`src/rtl/tdb_pkg.sv`:
```
package tdb_pkg;

    localparam int SAMPLE_BITS_DEF = 24;

    // Depth of the queue between the front and the back.
    localparam int QDEPTH = 4;

    localparam logic [6:0] AMT_MAX = 7'd100;
    localparam logic [4:0] TANH_LAST = 5'd21;
    localparam logic [24:0] HALF_Q23 = 25'h80_0000;

    // tanh(k/4) in Q23, k = 0..21.
    localparam logic [22:0] TANH_Q23 [22] = '{
        23'd0, 23'd2054527, 23'd3876520, 23'd5328016, 23'd6388715, 23'd7115919,
        23'd7592934, 23'd7896830, 23'd8086849, 23'd8204278, 23'd8276321,
        23'd8320322, 23'd8347124, 23'd8363422, 23'd8373323, 23'd8379334,
        23'd8382982, 23'd8385195, 23'd8386538, 23'd8387352, 23'd8387846,
        23'd8388146
    };

    // 2^(j/25) in Q16, j = 0..24.
    localparam logic [16:0] POW2_Q16 [25] = '{
        17'd65536, 17'd67378, 17'd69273, 17'd71220, 17'd73223, 17'd75281,
        17'd77398, 17'd79573, 17'd81811, 17'd84111, 17'd86475, 17'd88906,
        17'd91406, 17'd93976, 17'd96618, 17'd99334, 17'd102127, 17'd104998,
        17'd107950, 17'd110985, 17'd114105, 17'd117313, 17'd120611,
        17'd124002, 17'd127488
    };

    // floor(2^56 / POW2_Q16[j]); shifting right by the octave gives 1/L in Q40.
    localparam logic [63:0] P56 = 64'h0100_0000_0000_0000;
    localparam logic [40:0] RECIP_Q56 [25] = '{
        41'(P56 / 64'd65536),  41'(P56 / 64'd67378),  41'(P56 / 64'd69273),
        41'(P56 / 64'd71220),  41'(P56 / 64'd73223),  41'(P56 / 64'd75281),
        41'(P56 / 64'd77398),  41'(P56 / 64'd79573),  41'(P56 / 64'd81811),
        41'(P56 / 64'd84111),  41'(P56 / 64'd86475),  41'(P56 / 64'd88906),
        41'(P56 / 64'd91406),  41'(P56 / 64'd93976),  41'(P56 / 64'd96618),
        41'(P56 / 64'd99334),  41'(P56 / 64'd102127), 41'(P56 / 64'd104998),
        41'(P56 / 64'd107950), 41'(P56 / 64'd110985), 41'(P56 / 64'd114105),
        41'(P56 / 64'd117313), 41'(P56 / 64'd120611), 41'(P56 / 64'd124002),
        41'(P56 / 64'd127488)
    };

    typedef struct packed {
        logic bypass;
        logic neg;
    } t_ctl;

    typedef struct packed {
        logic full;
        logic empty;
    } t_qstat;

    typedef struct packed {
        logic [6:0]  amt;
        logic [4:0]  ip;
        logic [16:0] p;
        logic [36:0] recip;
    } t_cfg;

    function automatic logic [22:0] tanh_q23(input logic [4:0] idx);
        tanh_q23 = (idx <= TANH_LAST) ? TANH_Q23[idx] : TANH_Q23[TANH_LAST];
    endfunction

    function automatic logic [16:0] pow2_q16(input logic [4:0] j);
        pow2_q16 = (j <= 5'd24) ? POW2_Q16[j] : POW2_Q16[0];
    endfunction

    function automatic logic [40:0] recip_q56(input logic [4:0] j);
        recip_q56 = (j <= 5'd24) ? RECIP_Q56[j] : RECIP_Q56[0];
    endfunction

endpackage

```
`src/rtl/tdb_fifo.sv`:
```
module tdb_fifo #(
    parameter int WIDTH = tdb_pkg::SAMPLE_BITS_DEF + 2
) (
    input  logic             i_clk,
    input  logic             i_rst_n,
    input  logic             i_push,
    input  logic [WIDTH-1:0] i_data,
    input  logic             i_pop,
    output logic [WIDTH-1:0] o_data,
    output tdb_pkg::t_qstat  o_stat
);

    localparam int PW = $clog2(tdb_pkg::QDEPTH);
    localparam int CW = PW + 1;

    logic [WIDTH-1:0] r_mem [tdb_pkg::QDEPTH];
    logic [PW-1:0]    r_wp;
    logic [PW-1:0]    r_rp;
    logic [CW-1:0]    r_cnt;

    assign o_data       = r_mem[r_rp];
    assign o_stat.full  = (r_cnt == CW'(tdb_pkg::QDEPTH));
    assign o_stat.empty = (r_cnt == '0);

    always_ff @(posedge i_clk) begin
        if (!i_rst_n) begin
            r_wp  <= '0;
            r_rp  <= '0;
            r_cnt <= '0;
        end else begin
            if (i_push) begin
                r_wp <= r_wp + 1'b1;
            end
            if (i_pop) begin
                r_rp <= r_rp + 1'b1;
            end
            if (i_push && !i_pop) begin
                r_cnt <= r_cnt + 1'b1;
            end else if (i_pop && !i_push) begin
                r_cnt <= r_cnt - 1'b1;
            end
        end
    end

    always_ff @(posedge i_clk) begin
        if (i_push) begin
            r_mem[r_wp] <= i_data;
        end
    end

endmodule

```
`config.mk`:
```
export PLATFORM = sky130hd
export DESIGN_NAME = tdb_fifo
export DESIGN_NICKNAME = d
export VERILOG_FILES = /design/src/rtl/tdb_pkg.sv /design/src/rtl/tdb_fifo.sv
export SDC_FILE = /design/constraint.sdc
export NUM_CORES = 1
export LEC_CHECK = 0
export ABC_CLOCK_PERIOD_IN_PS = 2950
export BUFFER_PORTS_ARGS = -buffer_cell sky130_fd_sc_hd__buf_2
export CORE_MARGIN = 2
export CORE_UTILIZATION = 55
export CTS_CLUSTER_SIZE = 10
export DETAILED_ROUTE_END_ITERATION = 8
export PLACE_DENSITY = 0.77
export REMOVE_ABC_BUFFERS = 1
export SYNTH_ARGS = -nofsm -noshare
export SYNTH_HDL_FRONTEND = slang
export SYNTH_SLANG_ARGS = --single-unit
```
`constraint.sdc`:
```
create_clock -name i_clk -period 2.95 [get_ports i_clk]
set_clock_uncertainty 0.05 [all_clocks]
set_input_delay 0.1475 -clock i_clk [delete_from_list [all_inputs] [get_ports i_clk]]
set_output_delay 0.1475 -clock i_clk [all_outputs]
set_load 0.1 [all_outputs]
```
[Yosys cells after proc, flatten, opt, wreduce, memory -nomap -nowiden]
Memory sizes are Yosys's and may differ from the RTL's. A register that Yosys moved wholly into a read port is not among the register bits.
Index checks and enable logic that the tools add are counted.
Word-level totals
  word-level logic and storage cells: 21
  input port bits: 30
  output and inout port bits: 28
  memories kept: 1
  flip-flop bits (word level): 7
  memory bits (writable): 104
Cells by class
  equal/unequal tests: 1
  muxes and demuxes: 6
  reduce and logical (&&, ||, !) cells: 6
  add/sub/neg operators: 4
Memories
  r_mem: words 4, bits a word 26, read ports 1, clocked after Yosys merged registers in 1, wr ports 1, RTL line tdb_fifo.sv:16  | logic [WIDTH-1:0] r_mem [tdb_pkg::QDEPTH];
Operators by type and width (number)
  $mux W3: 2
  $add A2 B1 Y2 const B: 2
  $mux W2: 2
  $add A3 B1 Y3 const B: 1
  $eq A3 B3 Y1 const B: 1
  $logic_not A3 Y1: 1
  $sub A3 B1 Y3 const B: 1
  $logic_and A1 B1 Y1: 2
  $logic_not A1 Y1: 2
  $mux W1: 2
  $reduce_bool A2 Y1: 1

[Logic depth before layout (Yosys ltp)]
  depth after elaboration: 4
  mapped depth: 7
  mapped depth without buffers: 7

[Worst setup path after synthesis]
OpenSTA, ideal clock, no wires.
  path kind: reg2out
  start point: reg r_cnt[0]
  end point: out o_stat[1] in the netlist's numbering
  slack: 0.200 ns
  required time: 2.753 ns
  arrival: 2.553 ns
  cell stages (with the launch flop): 2
  path buffers: 0
  cells stage by stage: dfxtp_1 > nor3b_1
RTL lines
  start, declared: RTL line tdb_fifo.sv:19  | logic [CW-1:0] r_cnt;
  start signal, assigned: RTL line tdb_fifo.sv:38  | r_cnt <= r_cnt + 1'b1;
  start signal, assigned: RTL line tdb_fifo.sv:40  | r_cnt <= r_cnt - 1'b1;
  end, declared: RTL line tdb_fifo.sv:10  | output tdb_pkg::t_qstat o_stat

==> impl_results.md <==
* Net Sw Power at 1.354 mW
* FF+latch count, synth at 113
* Transition time at the pin with the least slew margin at 0.5025 ns
* Fraction of power consumed by sequential logic at 39.4%
* Aggregate routed wire length at 7403 µm
* Min cycle time layout at 2.419 ns
* Cell class contributing the biggest share of worst-path delay: buffers and inverters
* Combinational share of power at 16.6%
* Required time reported for the critical path endpoint at 2.75 ns
* Average detailed-routed wire length per instance at 18.51 µm
* Total Power Consumption at 4.764 mW
* Commonest cells after routing, fill and taps aside: sky130_fd_sc_hd__edfxtp_1, sky130_fd_sc_hd__buf_2, sky130_fd_sc_hd__dlygate4sd3_1, sky130_fd_sc_hd__mux4_2, sky130_fd_sc_hd__clkbuf_16
* Final Hold Viols at 0
* Slowest stage cell on the critical path: sky130_fd_sc_hd__mux4_1
* Post-DP HPWL at 3986 µm
* RSZ-0062 raised after global routing: false
* Combined area of the multi-input logic cells at 858.3 µm²
* Maximum clock frequency at 413.4 MHz
* Post-CTS setup repair buffer count at 0
* Post-layout worst setup margin at 0.5312 ns
* Maximum vdd ir drop at 0.5968 mV
* Area of the die at 8433 µm²
* Port buffer count at 57
* Critical-path cell list: buf_4 -> mux4_1 -> buf_2
* Category of the most critical setup path: register to output port
* Vias in the first global route at 2180
* Minimum setup slack after placement at 1.007 ns
* Type of element launching the critical path: register
* Number of buffers between clock root and the deepest sink at 2
* Total internal power at 3.410 mW
* Wire length of the first global-routing pass at 11700 µm
* Total Nets Final at 321
* Die Ht at 91.83 µm
* TritonCTS Buffers at 17
* Remaining antenna violation count at 0
* Power density over the cells at 857.6 nW/µm²
* Starting density of the core at 55.77%
* Final Slew Violations at 0
* Average cell area after synthesis at 23.70 µm²
* Fillers at 454
* Clock-pin slew on the worst setup and hold paths at 0.05 ns
* Slew headroom at 66.73%
* Total of cells resized after clock tree synthesis at 0
* Total of max-cap violations at 0
* Clock power share at 44.0%
* Global placer's final weighted congestion at 0.6982
* Switching share of total power at 28.41%
* Row Count at 32
* Yosys Warn Count at 0
* Max FO, Critical Path at 12
* Die Width at 91.83 µm
* Worst Path Buf+Inv at 2
* Final worst path period share at 81.99%
* Count of final setup violators at 0
* Gate Count Post-Synth at 179
* Pin count of the biggest net entering global routing at 27
* Leak at 1.997 nW
* Number of antenna violations at the first check in global routing at 0
* Library cell occupying the most area in the post-synthesis netlist: sky130_fd_sc_hd__edfxtp_1
* Signed area change from the synthesized netlist to the final layout at 30.93%
* Global route total overflow at 0
* Yosys cell types at 22
* Cell at the root of the clock tree: sky130_fd_sc_hd__clkbuf_8
* Path type of the worst min-delay path: input pin to register
* Crit path largest cell delay at 0.57 ns
* Core area at 7607 µm²
* Count of routing violations after the opening detailed-route iteration at 125
* Outcome: complete, no violations
* Total global routing track utilization at 19.30%
* Reg area at 3304 µm²
* Average via count per standard cell at 5.140
* Most common cell after layout, fill and taps aside: sky130_fd_sc_hd__edfxtp_1
* Antenna diode count at 0
* Crit end category: output port
* DRC Markers at 0
* Post-synthesis cell area at 4243 µm²
* Number of primary I/O pins at 58
* Portion of synthesized cell area occupied by the leading cell type at 73.61%
* CTS hold repair buffers at 29
* Final total negative setup slack at 0 ns
* Via Count at 2056
* Share of synthesized area occupied by flip-flops and latches at 77.85%
* H-Tree Level Count at 4
* Fraction of layout cells with a size suffix above 1 at 38.93%
* Num Clock Sinks at 113
* Dominant cells by area after synthesis: sky130_fd_sc_hd__edfxtp_1, sky130_fd_sc_hd__mux4_2, sky130_fd_sc_hd__dfxtp_1
* Number of iterations in the first detailed-routing pass at 4
* Clk_lat worst skew at 0.49 ns
* Clock tree from TritonCTS: yes
* Arr. time, crit path at 2.22 ns
## cells in the mapped netlist
master,count
sky130_fd_sc_hd__or3_1,1
sky130_fd_sc_hd__nor3_1,1
sky130_fd_sc_hd__nand2_1,1
sky130_fd_sc_hd__xnor2_1,2
sky130_fd_sc_hd__ha_1,5
sky130_fd_sc_hd__and2_1,9
sky130_fd_sc_hd__dfxtp_1,9
sky130_fd_sc_hd__buf_2,2
sky130_fd_sc_hd__inv_1,4
sky130_fd_sc_hd__buf_12,2
sky130_fd_sc_hd__mux4_2,20
sky130_fd_sc_hd__mux4_1,6
sky130_fd_sc_hd__fa_1,1
sky130_fd_sc_hd__xor2_1,3
sky130_fd_sc_hd__a21boi_0,1
sky130_fd_sc_hd__buf_6,1
sky130_fd_sc_hd__o21ai_0,1
sky130_fd_sc_hd__clkbuf_2,1
sky130_fd_sc_hd__edfxtp_1,104
sky130_fd_sc_hd__nor3b_1,1
sky130_fd_sc_hd__mux2i_1,2
sky130_fd_sc_hd__nor2b_1,2
## worst register-to-register path, delay by kind of cell (launching register included)
family / cells / cell delay, ns
and+or+nand+nor: 1 / 0.30
AOI/OAI and AO/OA: 1 / 0.16
adders and majority gates: 1 / 0.44
xor gates and xnor gates: 1 / 0.18
DFF: 1 / 0.36
## sequential cells by signal (all words and copies together) (netlist names), named ones only
signal,cells
r_mem,104
r_cnt,3
r_rp,2
r_wp,2
## metrics by stage
step | util (%) | cells | hold slack (ns) | cell area (µm²)
floorplan | - | 173 | 0.1964 | 4177
global placement | 61.04 | 339 | 0.3079 | 4643
detailed placement | 61.04 | 339 | 0.3139 | 4643
CTS | 73.03 | 400 | 0.3261 | 5555
global route | 73.03 | 400 | 0.3320 | 5555
finish | 73.03 | 400 | 0.3472 | 5555
## power by group through the flow
stage	Sequential [mW]	Clock, mW	Combinational [mW]
after floorplan	1.91	0	0.620
after global placement	1.90	0	0.760
after detailed placement	1.91	0	0.765
after CTS	1.88	2.14	0.799
after global routing	1.88	2.20	0.825
final	1.88	2.10	0.792
## logic make-up (layout without fill, tap and decap cells)
family,Yosys count,in the layout,synth area share (%)
flip-flops,113,113,77.85
multiplexers,28,28,14.80
AND/OR/NAND/NOR,15,15,2.153
buffers and inverters,10,129,1.917
adder cells (fa/ha/maj),6,6,1.946
XOR/XNOR,5,5,1.032
AO/OA/AOI/OAI,2,2,0.2949
## per-layer routing
metal / routed length, µm / track usage, % / part of all wire [%]
met1: 3202 / 24.79 / 43
met2: 3813 / 31.25 / 52
met3: 275 / 5.916 / 3.7
met4: 111 / 7.587 / 1.5
met5: 0 / 0 / 0
## final cells by class
class                           count  share of cell area [%]
Inverter                            4                  0.2703
Tap cell                          102                   2.297
Multi-Input combinational cell     56                   15.45
Sequential cell                   113                   59.48
Clock buffer                       17                   7.455
Timing Repair Buffer               93                   11.31
Clock inverter                     15                   3.739
## final timing paths
check                                            from                      to  slack [ns]  depth (start not counted)
worst min-delay path                       i_data[21]  r_mem[2][21]$_DFFE_PP_        0.35                          2
worst max register to register  r_cnt[0]$_SDFFE_PN0P_   r_cnt[2]$_SDFFE_PN0P_        1.40                          4
worst max-delay path                         register              o_data[22]        0.53                          3
worst min register to register  r_cnt[2]$_SDFFE_PN0P_   r_cnt[2]$_SDFFE_PN0P_        0.47                          2
Power figures use the tool's default switching activity.
