### config.mk
export PLATFORM = sky130hd
export DESIGN_NAME = tdb_front
export DESIGN_NICKNAME = d
export VERILOG_FILES = /design/src/rtl/tdb_pkg.sv /design/src/rtl/tdb_front.sv
export SDC_FILE = /design/constraint.sdc
export NUM_CORES = 1
export LEC_CHECK = 0
export BUFFER_PORTS_ARGS = -buffer_cell sky130_fd_sc_hd__clkbuf_2
export CORE_ASPECT_RATIO = 0.9
export CORE_UTILIZATION = 40
export DETAILED_ROUTE_END_ITERATION = 16
export PLACE_DENSITY_LB_ADDON = 0.2
export SETUP_SLACK_MARGIN = 0.1
export SLEW_MARGIN = 20
export SYNTH_ARGS = -nofsm -noshare
export SYNTH_HDL_FRONTEND = slang
export SYNTH_SLANG_ARGS = --single-unit
### constraint.sdc
create_clock -name i_clk -period 3.2 [get_ports i_clk]
set_input_delay 0.8 -clock i_clk [delete_from_list [all_inputs] [get_ports i_clk]]
set_output_delay 0.8 -clock i_clk [all_outputs]
set_load 0.03 [all_outputs]
### src/rtl/tdb_pkg.sv
package tdb_pkg;

    localparam int SAMPLE_BITS_DEF = 24;

    // Depth of the queue between the front and the back.
    localparam int QDEPTH = 4;

    localparam logic [6:0] AMT_MAX = 7'd100;
    localparam logic [4:0] TANH_LAST = 5'd21;
    localparam logic [24:0] HALF_Q23 = 25'h80_0000;

    // tanh(k/4) in Q23, k = 0..21.
    localparam logic [22:0] TANH_Q23 [22] = '{
        23'd0, 23'd2054527, 23'd3876520, 23'd5328016, 23'd6388715, 23'd7115919,
        23'd7592934, 23'd7896830, 23'd8086849, 23'd8204278, 23'd8276321,
        23'd8320322, 23'd8347124, 23'd8363422, 23'd8373323, 23'd8379334,
        23'd8382982, 23'd8385195, 23'd8386538, 23'd8387352, 23'd8387846,
        23'd8388146
    };

    // 2^(j/25) in Q16, j = 0..24.
    localparam logic [16:0] POW2_Q16 [25] = '{
        17'd65536, 17'd67378, 17'd69273, 17'd71220, 17'd73223, 17'd75281,
        17'd77398, 17'd79573, 17'd81811, 17'd84111, 17'd86475, 17'd88906,
        17'd91406, 17'd93976, 17'd96618, 17'd99334, 17'd102127, 17'd104998,
        17'd107950, 17'd110985, 17'd114105, 17'd117313, 17'd120611,
        17'd124002, 17'd127488
    };

    // floor(2^56 / POW2_Q16[j]); shifting right by the octave gives 1/L in Q40.
    localparam logic [63:0] P56 = 64'h0100_0000_0000_0000;
    localparam logic [40:0] RECIP_Q56 [25] = '{
        41'(P56 / 64'd65536),  41'(P56 / 64'd67378),  41'(P56 / 64'd69273),
        41'(P56 / 64'd71220),  41'(P56 / 64'd73223),  41'(P56 / 64'd75281),
        41'(P56 / 64'd77398),  41'(P56 / 64'd79573),  41'(P56 / 64'd81811),
        41'(P56 / 64'd84111),  41'(P56 / 64'd86475),  41'(P56 / 64'd88906),
        41'(P56 / 64'd91406),  41'(P56 / 64'd93976),  41'(P56 / 64'd96618),
        41'(P56 / 64'd99334),  41'(P56 / 64'd102127), 41'(P56 / 64'd104998),
        41'(P56 / 64'd107950), 41'(P56 / 64'd110985), 41'(P56 / 64'd114105),
        41'(P56 / 64'd117313), 41'(P56 / 64'd120611), 41'(P56 / 64'd124002),
        41'(P56 / 64'd127488)
    };

    typedef struct packed {
        logic bypass;
        logic neg;
    } t_ctl;

    typedef struct packed {
        logic full;
        logic empty;
    } t_qstat;

    typedef struct packed {
        logic [6:0]  amt;
        logic [4:0]  ip;
        logic [16:0] p;
        logic [36:0] recip;
    } t_cfg;

    function automatic logic [22:0] tanh_q23(input logic [4:0] idx);
        tanh_q23 = (idx <= TANH_LAST) ? TANH_Q23[idx] : TANH_Q23[TANH_LAST];
    endfunction

    function automatic logic [16:0] pow2_q16(input logic [4:0] j);
        pow2_q16 = (j <= 5'd24) ? POW2_Q16[j] : POW2_Q16[0];
    endfunction

    function automatic logic [40:0] recip_q56(input logic [4:0] j);
        recip_q56 = (j <= 5'd24) ? RECIP_Q56[j] : RECIP_Q56[0];
    endfunction

endpackage

### src/rtl/tdb_front.sv
module tdb_front #(
    parameter int SAMPLE_BITS = tdb_pkg::SAMPLE_BITS_DEF
) (
    input  logic                   i_clk,
    input  logic                   i_rst_n,
    input  logic                   i_hold,
    input  tdb_pkg::t_cfg          i_cfg,
    input  logic                   i_valid,
    input  logic [SAMPLE_BITS-1:0] i_sample,
    output logic                   o_ready,
    input  tdb_pkg::t_qstat        i_qstat,
    output logic                   o_push,
    output tdb_pkg::t_ctl          o_ctl,
    output logic [SAMPLE_BITS-1:0] o_mag
);

    logic                   r_fv;
    tdb_pkg::t_ctl          r_ctl;
    logic [SAMPLE_BITS-1:0] r_mag;
    tdb_pkg::t_ctl          n_ctl;
    logic [SAMPLE_BITS-1:0] n_mag;
    logic                   w_acc;

    assign o_ready = !i_hold && (!r_fv || !i_qstat.full);
    assign w_acc   = i_valid && o_ready;
    assign o_push  = r_fv && !i_qstat.full;
    assign o_ctl   = r_ctl;
    assign o_mag   = r_mag;

    // Classify: zero intensity passes the sample through untouched; split sign and magnitude.
    always_comb begin
        n_ctl.bypass = (i_cfg.amt == 7'd0);
        n_ctl.neg    = i_sample[SAMPLE_BITS-1];
        n_mag        = i_sample[SAMPLE_BITS-1] ? (~i_sample + 1'b1) : i_sample;
    end

    always_ff @(posedge i_clk) begin
        if (!i_rst_n) begin
            r_fv <= 1'b0;
        end else if (w_acc) begin
            r_fv <= 1'b1;
        end else if (o_push) begin
            r_fv <= 1'b0;
        end
    end

    always_ff @(posedge i_clk) begin
        if (w_acc) begin
            r_ctl <= n_ctl;
            r_mag <= n_mag;
        end
    end

endmodule

---- Yosys cells after proc, flatten, opt, wreduce, memory -nomap -nowiden ----
Index checks and enable logic that the tools add are counted.
operators by class
  $add $sub $neg .......................... 1
  multiplexer cells ....................... 3
  bitwise logic cells ..................... 1
  reductions and logical operators ........ 9
operators with widths
  kind                                                             count
  24-bit by 1-bit adder with 24-bit output, second input constant  1
  24-bit inverter                                                  1
  23-bit two-way mux                                               1
  7-bit logical NOT                                                1
  1-bit logical AND                                                3
  1-bit logical NOT                                                3
  1-bit two-way mux                                                2
  2-bit nonzero test                                               1
  1-bit logical OR                                                 1
storage, ports and cells
  bits in registers ....................... 27
  input bits .............................. 96
  output and inout port bits .............. 28
  word-level logic and storage cells ...... 19

---- Longest topological paths before layout ----
Gate-level depths: netlist of run 1.
  depth after elaboration ................. 5
  gate-level depth with buffers ........... 6
  gate-level depth less buffers ........... 6

---- Worst setup path after synthesis of run 1 ----
Ideal clock, no wire load.
  path kind ............................... input-to-reg
  start point ............................. in i_qstat[1] (netlist name)
  end point ............................... reg r_ctl, in the netlist o_ctl[0] (enable)
  setup time .............................. 0.386 ns
  arrival ................................. 2.121 ns
  required time ........................... 2.814 ns
  slack ................................... 0.693 ns
  stages .................................. 2
  path buffers ............................ 0
  cells stage by stage .................... a21oi_1 > and2_1
on the way
  cells in the longest elaborated chain, start to end .. 4
ends and longest elaborated chain
  item                    line             RTL
  start: declaration      tdb_front.sv:11  input tdb_pkg::t_qstat i_qstat,
  1-bit logical NOT       tdb_front.sv:24  assign o_ready = !i_hold && (!r_fv || !i_qstat.full);
  1-bit logical OR        tdb_front.sv:24
  1-bit logical AND       tdb_front.sv:24
  1-bit logical AND       tdb_front.sv:25  assign w_acc = i_valid && o_ready;
  named net w_acc         tdb_front.sv:22  logic w_acc;
  end signal: assignment  tdb_front.sv:49  r_ctl <= n_ctl;
  end: declaration        tdb_front.sv:18  tdb_pkg::t_ctl r_ctl;
The timed path passes the listed nets, and every way through them passes these cells.
A chain may end at the register's enable or synchronous reset.

---- Final worst setup path of run 1 ----
  start point ............................. in i_sample[9]
  end point ............................... reg r_mag[21], in the netlist o_mag[21] (data pin)
on the way
  cells in the longest elaborated chain, start to end .. 3
ends and longest elaborated chain
  item                                      line             RTL
  start: declaration                        tdb_front.sv:9   input logic [SAMPLE_BITS-1:0] i_sample,
  24-bit inverter                           tdb_front.sv:34  n_mag = i_sample[SAMPLE_BITS-1] ? (~i_sample + 1'b1) : i_sample;
  24-bit by 1-bit adder with 24-bit output  tdb_front.sv:34
  23-bit two-way mux                        tdb_front.sv:34
  named net n_mag[21]                       tdb_front.sv:21  logic [SAMPLE_BITS-1:0] n_mag;
  end signal: assignment                    tdb_front.sv:50  r_mag <= n_mag;
  end: declaration                          tdb_front.sv:19  logic [SAMPLE_BITS-1:0] r_mag;
The timed path passes the listed nets, and every way through them passes these cells.

==> results.json, run 1 <==
{
  "status": "completed",
  "chipWidth_um": 63.3,
  "cts_sinks": 27,
  "fin_skew_ps": 5.10,
  "hold_viol": 0,
  "postSynthAreaPerCell_um2": 13.5,
  "floorplan_row_count": 19,
  "port_buffers": 63,
  "worstPathRequired_ps": 3220,
  "dr.first_iter.drc_count": 64,
  "max_clock_freq_mhz": 458,
  "cts_tree": "yes",
  "cts.path.max_buffers": 2,
  "wl_um": 2620,
  "gr-usage-all-layers": 0.157,
  "setup.worst_path.class": "in2reg",
  "synth_fp_nets": 197,
  "finalHoldWorstSlack_ps": 531,
  "flow.area_growth_from_synthesis_pct": 30.6,
  "routabilityCongestion": 0.793,
  "num_vias": 1031,
  "timing.critical_path.arrival_ps": 2200,
  "power.leakage_uw": 0.000679,
  "crit_path_start_kind": "input pin",
  "drive_above_1_share": 0.458,
  "globalRouteOverflowTotal": 0,
  "antenna_violations_before_repair": 0,
  "timing.final.setup_violations": 0,
  "sequential_standard_cell_area_um2": 801,
  "multi_input_comb_area_um2": 537,
  "endpoint_kind": "flop",
  "ioPinCount": 124,
  "remaining_drc_errors": 0,
  "synth_seq_area_share": 0.592,
  "final_net_count": 264,
  "regToRegEndpoint": "o_mag[5]",
  "cts_made_buffers": 3,
  "setup_repair_after_global_routing_missed_its_margin": "no",
  "netlist-cell-type-count": 28,
  "worstMarginPinSlew_ps": 465,
  "fp.coreArea_um2": 3140,
  "post-route-min-period_ps": 2180,
  "path_clk_slew_ps": 90,
  "pin_count_of_the_biggest_net_entering_global_routing": 28,
  "num_antenna_cells": 0,
  "mappedNetlistArea_um2": 1350,
  "synthesis.instances": 100,
  "clock_tree.htree_level_count": 1,
  "number_of_global_route_vias_before_repair": 980,
  "dieHeight_um": 57.2,
  "grt_pass1_wl_um": 4290,
  "route.antenna.remaining_nets": 0,
  "ys.warnings.count": 0,
  "peakVddDrop_mv": 0.223,
  "detail_route.wl_per_cell_um": 12.6,
  "detailedRoute.firstPassIterationCount": 4,
  "setup.worst_path.start": "i_sample[9]",
  "post_cts_resize_count": 0,
  "r2r_start": "r_fv",
  "vias_per_cell": 4.96,
  "worst-path-max-fanout": 5,
  "total_of_flip_flops_plus_latches_after_synthesis": 27,
  "initial_utilization": 0.431,
  "slew_viol_final": 0,
  "power_density_of_the_placed_cells_nw_per_um2": 428,
  "timing.reg2reg.worst_path_depth": 3,
  "path_type_of_the_worst_min_delay_path": "reg2reg",
  "slew_headroom": 0.690,
  "hpwl_um": 1970,
  "design.die.area_um2": 3620,
  "max-cap-violations": 0,
  "endpoint": "o_mag[21]",
  "ctsRootBufferMaster": "sky130_fd_sc_hd__clkbuf_8",
  "finalSetupTns_ps": 0,
  "timing.final.crit_share": 0.682,
  "cts_setup_buffers": 0,
  "ff2ff_setup_slack_ps": 1880,
  "clkLatencyLatePin_ps": 270,
  "ctsHoldBuffers": 0,
  "num-fill-cells": 295
}
## cell usage in the layout (no fill, tap or decap), drive strengths merged, types with 4 or more instances in the layout
| cell type | count |
|---|---|
| clkbuf | 66 |
| edfxtp | 26 |
| nand2 | 5 |
| nor4 | 4 |
| o21ai | 8 |
| o31ai | 6 |
| o41ai | 4 |
| or4 | 4 |
| xnor2 | 21 |
## metrics by stage
| stage | std cells | worst slack, ps | instance area, um^2 | total power (uW) | util |
|---|---|---|---|---|---|
| finish | 208 | 1020 | 1770 | 756 | 0.563 |
| global route | 208 | 776 | 1770 | 790 | 0.563 |
| CTS | 208 | 1030 | 1770 | 765 | 0.563 |
| detailed placement | 204 | 750 | 1720 | 576 | 0.548 |
| global placement | 204 | 752 | 1720 | 572 | 0.548 |
| floorplan | 100 | 693 | 1350 | 515 | - |
## worst min-delay path by stage
| stage | start | endpoint | slack, ps | cells after the start |
|---|---|---|---|---|
| floorplan | r_fv | r_fv | 490 | 2 |
| global placement | r_fv | r_fv | 510 | 2 |
| detailed placement | r_fv | r_fv | 520 | 2 |
| CTS | r_fv | r_fv | 530 | 2 |
| global route | r_fv | r_fv | 610 | 2 |
| finish | r_fv | r_fv | 530 | 2 |
## area by class of cell
type                            instances  share of cell area
Sequential cell                        27               0.453
Multi-Input combinational cell         69               0.304
Timing Repair Buffer                   64               0.183
Tap cell                               42              0.0297
Clock buffer                            3              0.0234
Inverter                                2             0.00425
Clock inverter                          1             0.00283
## flip-flops by register name (all words and copies together) (netlist names)
name	flops
o_mag	24
o_ctl	2
r_fv	1
## Yosys cell counts, drive strengths merged
library cell  number  area, um^2
edfxtp            26         781
xnor2             21         184
o21ai              8        43.8
o31ai              6        50.1
nand2              5        18.8
nor4               4        40.0
o41ai              4        35.0
or4                4        41.3
a21oi              2        10.0
clkbuf             2        7.51
inv                2        7.51
nand2b             2        12.5
nand4              2        12.5
nor2b              2        12.5
nor4b              2        23.8
or3                2        17.5
and2               1        6.26
dfxtp              1        20.0
ha                 1        12.5
nand3b             1        7.51
nor2               1        3.75
nor3               1        5.00
## worst max-delay path, stage by stage
cell	delay [ps]
sky130_fd_sc_hd__clkbuf_2	120
sky130_fd_sc_hd__nor4_1	400
sky130_fd_sc_hd__nand4_1	320
sky130_fd_sc_hd__o41ai_1	460
sky130_fd_sc_hd__xnor2_1	110
## metal layers
metal | wire (um) | global-route usage
met3 | 176 | 0.0220
met1 | 1240 | 0.208
met2 | 1170 | 0.253
met4 | 38 | 0.0812
met5 | 0 | 0
## report_power, final
part | switching [uW] | internal [uW]
Combinational | 93.6 | 55.4
Clock | 102 | 87.1
Sequential | 4.60 | 413
Total | 200 | 556
## logic make-up after synthesis
kind of cell,after synthesis,synth area share
adders and majority gates,1,0.00925
AOI/OAI and AO/OA,20,0.103
and+or+nand+nor,27,0.149
DFF,27,0.592
buffers and inverters,4,0.0111
xor gates and xnor gates,21,0.136
(Power assumes the default switching activity.)
==> run 2: changes to the inputs <==
--- a/config.mk
+++ b/config.mk
@@ -5,9 +5,10 @@
 export SDC_FILE = /design/constraint.sdc
 export NUM_CORES = 1
 export LEC_CHECK = 0
+export ABC_AREA = 1
 export BUFFER_PORTS_ARGS = -buffer_cell sky130_fd_sc_hd__clkbuf_2
 export CORE_ASPECT_RATIO = 0.9
-export CORE_UTILIZATION = 40
+export CORE_UTILIZATION = 35
 export DETAILED_ROUTE_END_ITERATION = 16
 export PLACE_DENSITY_LB_ADDON = 0.2
 export SETUP_SLACK_MARGIN = 0.1
==> constraint.sdc (replaced) <==
create_clock -name i_clk -period 1.9 [get_ports i_clk]
set_input_delay 0.475 -clock i_clk [delete_from_list [all_inputs] [get_ports i_clk]]
set_output_delay 0.475 -clock i_clk [all_outputs]
set_load 0.03 [all_outputs]
==> results.json, run 2 <==
{
  "design.die.area_um2": 4680,
  "routabilityCongestion": 0.951,
  "dp_slack_ps": 126,
  "setup.worst_path.start": "r_fv",
  "synth_seq_area_share": 0.519,
  "critical_path_depth": 4,
  "timing.critical_path.cells": "nand2_1, inv_1, nor2_1, clkbuf_2",
  "regToRegEndpoint": "o_mag[17]",
  "largest_register_ffs": 24,
  "final_net_count": 337,
  "dr.first_iter.drc_count": 54,
  "num_antenna_cells": 0,
  "final_common_cell": "sky130_fd_sc_hd__clkbuf_2",
  "fp.coreArea_um2": 4160,
  "timing.critical_path.max_delay_family": "flip-flops",
  "timing.reg2reg.worst_path_depth": 4,
  "cts_setup_buffers": 0,
  "worstMarginPinSlew_ps": 321,
  "initial_utilization": 0.371,
  "post_route_total_power_uw": 1320,
  "floorplan_row_count": 22,
  "path_type_of_the_worst_min_delay_path": "in2reg",
  "synthFlopType": "sky130_fd_sc_hd__edfxtp_1",
  "post-route-cell-area_um2": 2010,
  "timing.final.crit_share": 0.776,
  "yosys-top-cells-area": "sky130_fd_sc_hd__edfxtp_1, sky130_fd_sc_hd__nand2_1, sky130_fd_sc_hd__nand3_1, sky130_fd_sc_hd__inv_1, sky130_fd_sc_hd__nor2_1",
  "post-route-min-period_ps": 1470,
  "detail_route.wl_per_cell_um": 10.9,
  "detailedRoute.firstPassIterationCount": 4,
  "peakVddDrop_mv": 0.427,
  "globalRouteOverflowTotal": 0,
  "ys.warnings.count": 0,
  "endpoint_kind": "primary output",
  "cts_tree": "yes",
  "chipWidth_um": 72.0,
  "placement.cell_area_um2": 1960,
  "cp_slowest_stage_delay_ps": 320,
  "grt_pass1_wl_um": 5390,
  "cts_made_buffers": 3,
  "netlist-cell-type-count": 27,
  "vias_per_cell": 4.34,
  "ctsRootBufferMaster": "sky130_fd_sc_hd__clkbuf_8",
  "ctsHoldBuffers": 0,
  "max-cap-violations": 0,
  "slew_viol_final": 0,
  "cellInternalPower_uw": 940,
  "slew_headroom": 0.786,
  "layout.cells.most_common_list": "sky130_fd_sc_hd__clkbuf_2, sky130_fd_sc_hd__nand2_1, sky130_fd_sc_hd__edfxtp_1",
  "power_switching_share": 0.290,
  "hpwl_um": 2570,
  "pin_count_of_the_biggest_net_entering_global_routing": 28,
  "dieHeight_um": 65.0,
  "worst_slack_ps": 425,
  "synth_enable_flop_cells": 26,
  "finalSetupTns_ps": 0,
  "post-synth-top-area-cell": "sky130_fd_sc_hd__edfxtp_1",
  "remaining_drc_errors": 0,
  "power_frac_comb": 0.214,
  "gr-usage-all-layers": 0.153,
  "place.detailed.instances": 295,
  "clkLatencyLatePin_ps": 280,
  "ioPinCount": 124,
  "asyncSetResetFlopFracSynth": 0,
  "timing.critical_path.arrival_ps": 1000,
  "setup_repair_after_global_routing_missed_its_margin": "no",
  "setup.worst_path.class": "reg2out",
  "clock_power_share": 0.256,
  "timing.final.setup_violations": 0,
  "synth_fp_nets": 270,
  "worstPathRequired_ps": 1420,
  "post_cts_resize_count": 0,
  "max_clock_freq_mhz": 678,
  "synthesis.instances": 173,
  "synth.most_common_cell": "sky130_fd_sc_hd__nand2_1",
  "cts_sinks": 27,
  "crit_path_start_kind": "flop",
  "num_vias": 1299,
  "power_density_of_the_placed_cells_nw_per_um2": 660,
  "power.leakage_uw": 0.000915,
  "crit_buf_inv": 2,
  "flow.area_growth_from_synthesis_pct": 30.0,
  "seq_power_share": 0.530,
  "cts.path.max_buffers": 2,
  "p_sw_uw": 384,
  "mappedNetlistArea_um2": 1540,
  "port_buffers": 63,
  "path_clk_slew_ps": 90,
  "fin_skew_ps": 9.89,
  "num-fill-cells": 430,
  "ff2ff_setup_slack_ps": 740,
  "critPathSlowestCell": "sky130_fd_sc_hd__dfxtp_1",
  "wl_um": 3260,
  "number_of_global_route_vias_before_repair": 1175,
  "postSynthAreaPerCell_um2": 8.92,
  "synth_top_cell_area_share": 0.506,
  "final-instance-count-excl-fill": 299,
  "hold_viol": 0,
  "route.antenna.remaining_nets": 0,
  "endpoint": "o_ready",
  "antenna_violations_before_repair": 0,
  "drive_above_1_share": 0.356,
  "clock_tree.htree_level_count": 1,
  "worst-path-max-fanout": 3,
  "total_of_flip_flops_plus_latches_after_synthesis": 27,
  "r2r_start": "r_fv",
  "status": "completed",
  "synth.cells.most_frequent": "sky130_fd_sc_hd__nand2_1, sky130_fd_sc_hd__edfxtp_1, sky130_fd_sc_hd__inv_1"
}
run 2: changes by cell type in the layout (fill, tap and decap cells not counted), sizes merged, moves of 4 or more:
cell	delta
or4	-4
xnor2	-15
o31ai	-6
nand2	+39
xor2	+6
nand3	+17
inv	+20
nor2	+24
o41ai	-4
run 2: kinds of logic (layout without fill, tap and decap cells):
kind of cell,after synthesis,count (layout),synth area share
AND/OR/NAND/NOR,95,95,0.283
flip-flops,27,27,0.519
buffers and inverters,25,91,0.0633
AO/OA/AOI/OAI,13,13,0.0535
XOR/XNOR,12,12,0.0730
adder cells (fa/ha/maj),1,1,0.00811
run 2: area by class of cell:
class | instances | area (um^2) | area share
clock buffers | 3 | 41.3 | 0.0206
clock inverters | 1 | 7.51 | 0.00374
inverters | 22 | 82.6 | 0.0412
multi-input cells | 121 | 656 | 0.327
flip-flops and latches | 27 | 801 | 0.399
well taps | 60 | 75.1 | 0.0374
repair buffers | 65 | 343 | 0.171
run 2: power by group through the flow:
stage | clock network (uW) | logic (uW) | registers, uW
2_1_floorplan | 0 | 121 | 775
3_3_place_gp | 0 | 286 | 714
3_5_place_dp | 0 | 286 | 715
4_1_cts | 351 | 288 | 702
5_1_grt | 382 | 314 | 704
6_report | 339 | 284 | 701
run 2: worst reg2reg max path, stage by stage (launching register included):
cell,delay (ps)
sky130_fd_sc_hd__dfxtp_1,320
sky130_fd_sc_hd__nand2_1,50
sky130_fd_sc_hd__inv_1,70
sky130_fd_sc_hd__nor3b_4,210
sky130_fd_sc_hd__buf_12,210
run 2: how the worst min path moves through the flow:
stage / startpoint / to / cells past startpoint
detailed placement: r_fv / r_fv / 4
CTS: i_sample[0] / o_mag[0] / 1
global placement: r_fv / r_fv / 4
global route: i_sample[0] / o_mag[0] / 1
floorplan: i_sample[23] / o_ctl[0] / 0
finish: i_sample[0] / o_mag[0] / 1
run 2: per-stage QoR:
step	hold WS [ps]	util
finish	393	0.483
global placement	649	0.471
detailed placement	657	0.471
CTS	389	0.483
global route	379	0.483
floorplan	574	-
run 2: layer usage:
metal / vias to the layer above / share of wire / GRT usage / wire length, um
met4: 0 / 0.0074 / 0.0368 / 24
met5: - / 0 / 0 / 0
met2: 43 / 0.42 / 0.244 / 1380
met1: 551 / 0.50 / 0.203 / 1640
li1: 703 / - / - / -
met3: 2 / 0.065 / 0.0467 / 213
==> run 3: changes to the inputs <==
--- a/config.mk
+++ b/config.mk
@@ -5,10 +5,10 @@
 export SDC_FILE = /design/constraint.sdc
 export NUM_CORES = 1
 export LEC_CHECK = 0
-export ABC_AREA = 1
+export ABC_AREA = 0
 export BUFFER_PORTS_ARGS = -buffer_cell sky130_fd_sc_hd__clkbuf_2
 export CORE_ASPECT_RATIO = 0.9
-export CORE_UTILIZATION = 35
+export CORE_UTILIZATION = 33
 export DETAILED_ROUTE_END_ITERATION = 16
 export PLACE_DENSITY_LB_ADDON = 0.2
 export SETUP_SLACK_MARGIN = 0.1
==> constraint.sdc (replaced) <==
create_clock -name i_clk -period 1.3 [get_ports i_clk]
set_input_delay 0.325 -clock i_clk [delete_from_list [all_inputs] [get_ports i_clk]]
set_output_delay 0.325 -clock i_clk [all_outputs]
set_load 0.03 [all_outputs]
==> results.json, run 3 (synthesized netlist as in run 1, its figures left out) <==
{
  "status": "complete, but fails checks",
  "violations": "setup timing",
  "ctsRootBufferMaster": "sky130_fd_sc_hd__clkbuf_8",
  "num_vias": 1211,
  "slew_viol_final": 0,
  "max-cap-violations": 0,
  "worstPathRequired_ps": 1330,
  "remaining_drc_errors": 0,
  "dp_slack_ps": -589,
  "grt_pass1_wl_um": 5310,
  "worst-path-max-fanout": 2,
  "worst_slack_ps": -272,
  "post_route_total_power_uw": 2030,
  "port_buffers": 63,
  "route.met2.wl_um": 1740,
  "path_type_of_the_worst_min_delay_path": "in2reg",
  "largest_register_ffs": 24,
  "ioPinCount": 124,
  "gr-usage-all-layers": 0.152,
  "highest-signal-layer": "met4",
  "path_clk_slew_ps": 90,
  "drive_above_1_share": 0.682,
  "dr.first_iter.drc_count": 71,
  "peakVddDrop_mv": 0.477,
  "num-fill-cells": 303,
  "met3_wirelength_um": 196,
  "fp.coreArea_um2": 3810,
  "crit_path_start_kind": "input pin",
  "hold_viol": 0,
  "cts_sinks": 27,
  "floorplan_row_count": 21,
  "wl_um": 3240,
  "detailedRoute.firstPassIterationCount": 2,
  "endpoint_kind": "flop",
  "number_of_global_route_vias_before_repair": 1197,
  "clkLatencyLatePin_ps": 260,
  "cts.path.max_buffers": 2,
  "routedLengthMet1_um": 1270,
  "post-route-min-period_ps": 1570,
  "chipWidth_um": 69.5,
  "detail_route.wl_per_cell_um": 13.1,
  "fin_skew_ps": 2.03,
  "flow.area_growth_from_synthesis_pct": 76.7,
  "route.antenna.remaining_nets": 0,
  "final_common_cell": "sky130_fd_sc_hd__clkbuf_2",
  "timing.final.setup_violations": 15,
  "routabilityCongestion": 0.759,
  "globalRouteOverflowTotal": 0,
  "initial_utilization": 0.355,
  "vias_per_cell": 4.90,
  "design.die.area_um2": 4360,
  "place.detailed.instances": 237,
  "finalHoldWorstSlack_ps": 273,
  "num_antenna_cells": 0,
  "slew_headroom": 0.792,
  "layout.cells.most_common_list": "sky130_fd_sc_hd__clkbuf_2, sky130_fd_sc_hd__buf_4, sky130_fd_sc_hd__edfxtp_1",
  "clock_tree.htree_level_count": 1,
  "cts_made_buffers": 3,
  "timing.final.crit_share": 1.21,
  "setup_repair_after_global_routing_missed_its_margin": "yes",
  "antenna_violations_before_repair": 0,
  "power_density_of_the_placed_cells_nw_per_um2": 851,
  "setup.worst_path.class": "in2reg",
  "cts_tree": "yes",
  "hpwl_um": 2450,
  "final-instance-count-excl-fill": 247,
  "ctsHoldBuffers": 0,
  "worstMarginPinSlew_ps": 310,
  "max_clock_freq_mhz": 636,
  "pin_count_of_the_biggest_net_entering_global_routing": 26,
  "dieHeight_um": 62.7,
  "timing.critical_path.arrival_ps": 1600,
  "final_net_count": 299,
  "power.leakage_uw": 0.000957
}
-- run 3: cell count changes in the layout (fill, tap and decap cells not counted), moves of 10 or more --
| cell | delta |
|---|---|
| sky130_fd_sc_hd__inv_1 | -21 |
| sky130_fd_sc_hd__nand3_1 | -16 |
| sky130_fd_sc_hd__nand2_1 | -36 |
| sky130_fd_sc_hd__buf_4 | +27 |
| sky130_fd_sc_hd__clkbuf_2 | -12 |
| sky130_fd_sc_hd__buf_6 | +10 |
| sky130_fd_sc_hd__nor2_1 | -19 |
| sky130_fd_sc_hd__xnor2_1 | +14 |
-- run 3: power by group --
| part | leakage, uW | switching, uW | internal (uW) |
|---|---|---|---|
| Combinational | 0.000683 | 288 | 251 |
| Sequential | 0.000251 | 12.1 | 1020 |
| Clock | 0.0000228 | 246 | 219 |
| Total | 0.000957 | 546 | 1490 |
-- run 3: worst paths after layout --
kind | end | startpoint | cells past startpoint | slack (ps)
max | o_mag[22] | i_sample[17] | 5 | -270
min reg2reg | r_fv | r_fv | 2 | 540
max reg2reg | o_mag[3] | r_fv | 3 | 180
min | r_fv | i_rst_n | 2 | 270
-- run 3: final cells by class --
cell class / count / area, um^2 / area share
inverter: 2 / 22.5 / 0.00942
multi-input combinational: 69 / 752 / 0.315
tap: 46 / 57.6 / 0.0241
timing repair buffer: 99 / 711 / 0.297
clock buffer: 4 / 45.0 / 0.0188
sequential: 27 / 802 / 0.336
-- run 3: timing repair --
| action | in CTS | in global routing |
|---|---|---|
| endpoints found under the setup margin | 21 | 23 |
| setup buffers | 5 | 1 |
| resized for setup | 36 | 21 |
| pin swaps | 11 | 13 |
-- run 3: worst max-delay path, cell delays in order --
cell and delay, ps:
sky130_fd_sc_hd__buf_6 90, sky130_fd_sc_hd__or4_4 530, sky130_fd_sc_hd__or4_4 440, sky130_fd_sc_hd__o21ai_2 140, sky130_fd_sc_hd__xnor2_1 70
-- run 3: per-stage QoR --
stage / setup TNS [ps] / area, um^2 / util
after global placement: -8110 / 2060 / 0.541
after CTS: -2540 / 2330 / 0.611
after detailed placement: -8670 / 2060 / 0.541
after global routing: -3030 / 2390 / 0.627
final: -2370 / 2390 / 0.627
after floorplan: -3250 / 1430 / -
-- run 3: routing by layer --
layer	track usage	up-vias
met5	0	-
met4	0.0587	0
met3	0.0242	2
met2	0.277	38
met1	0.178	578
li1	-	593
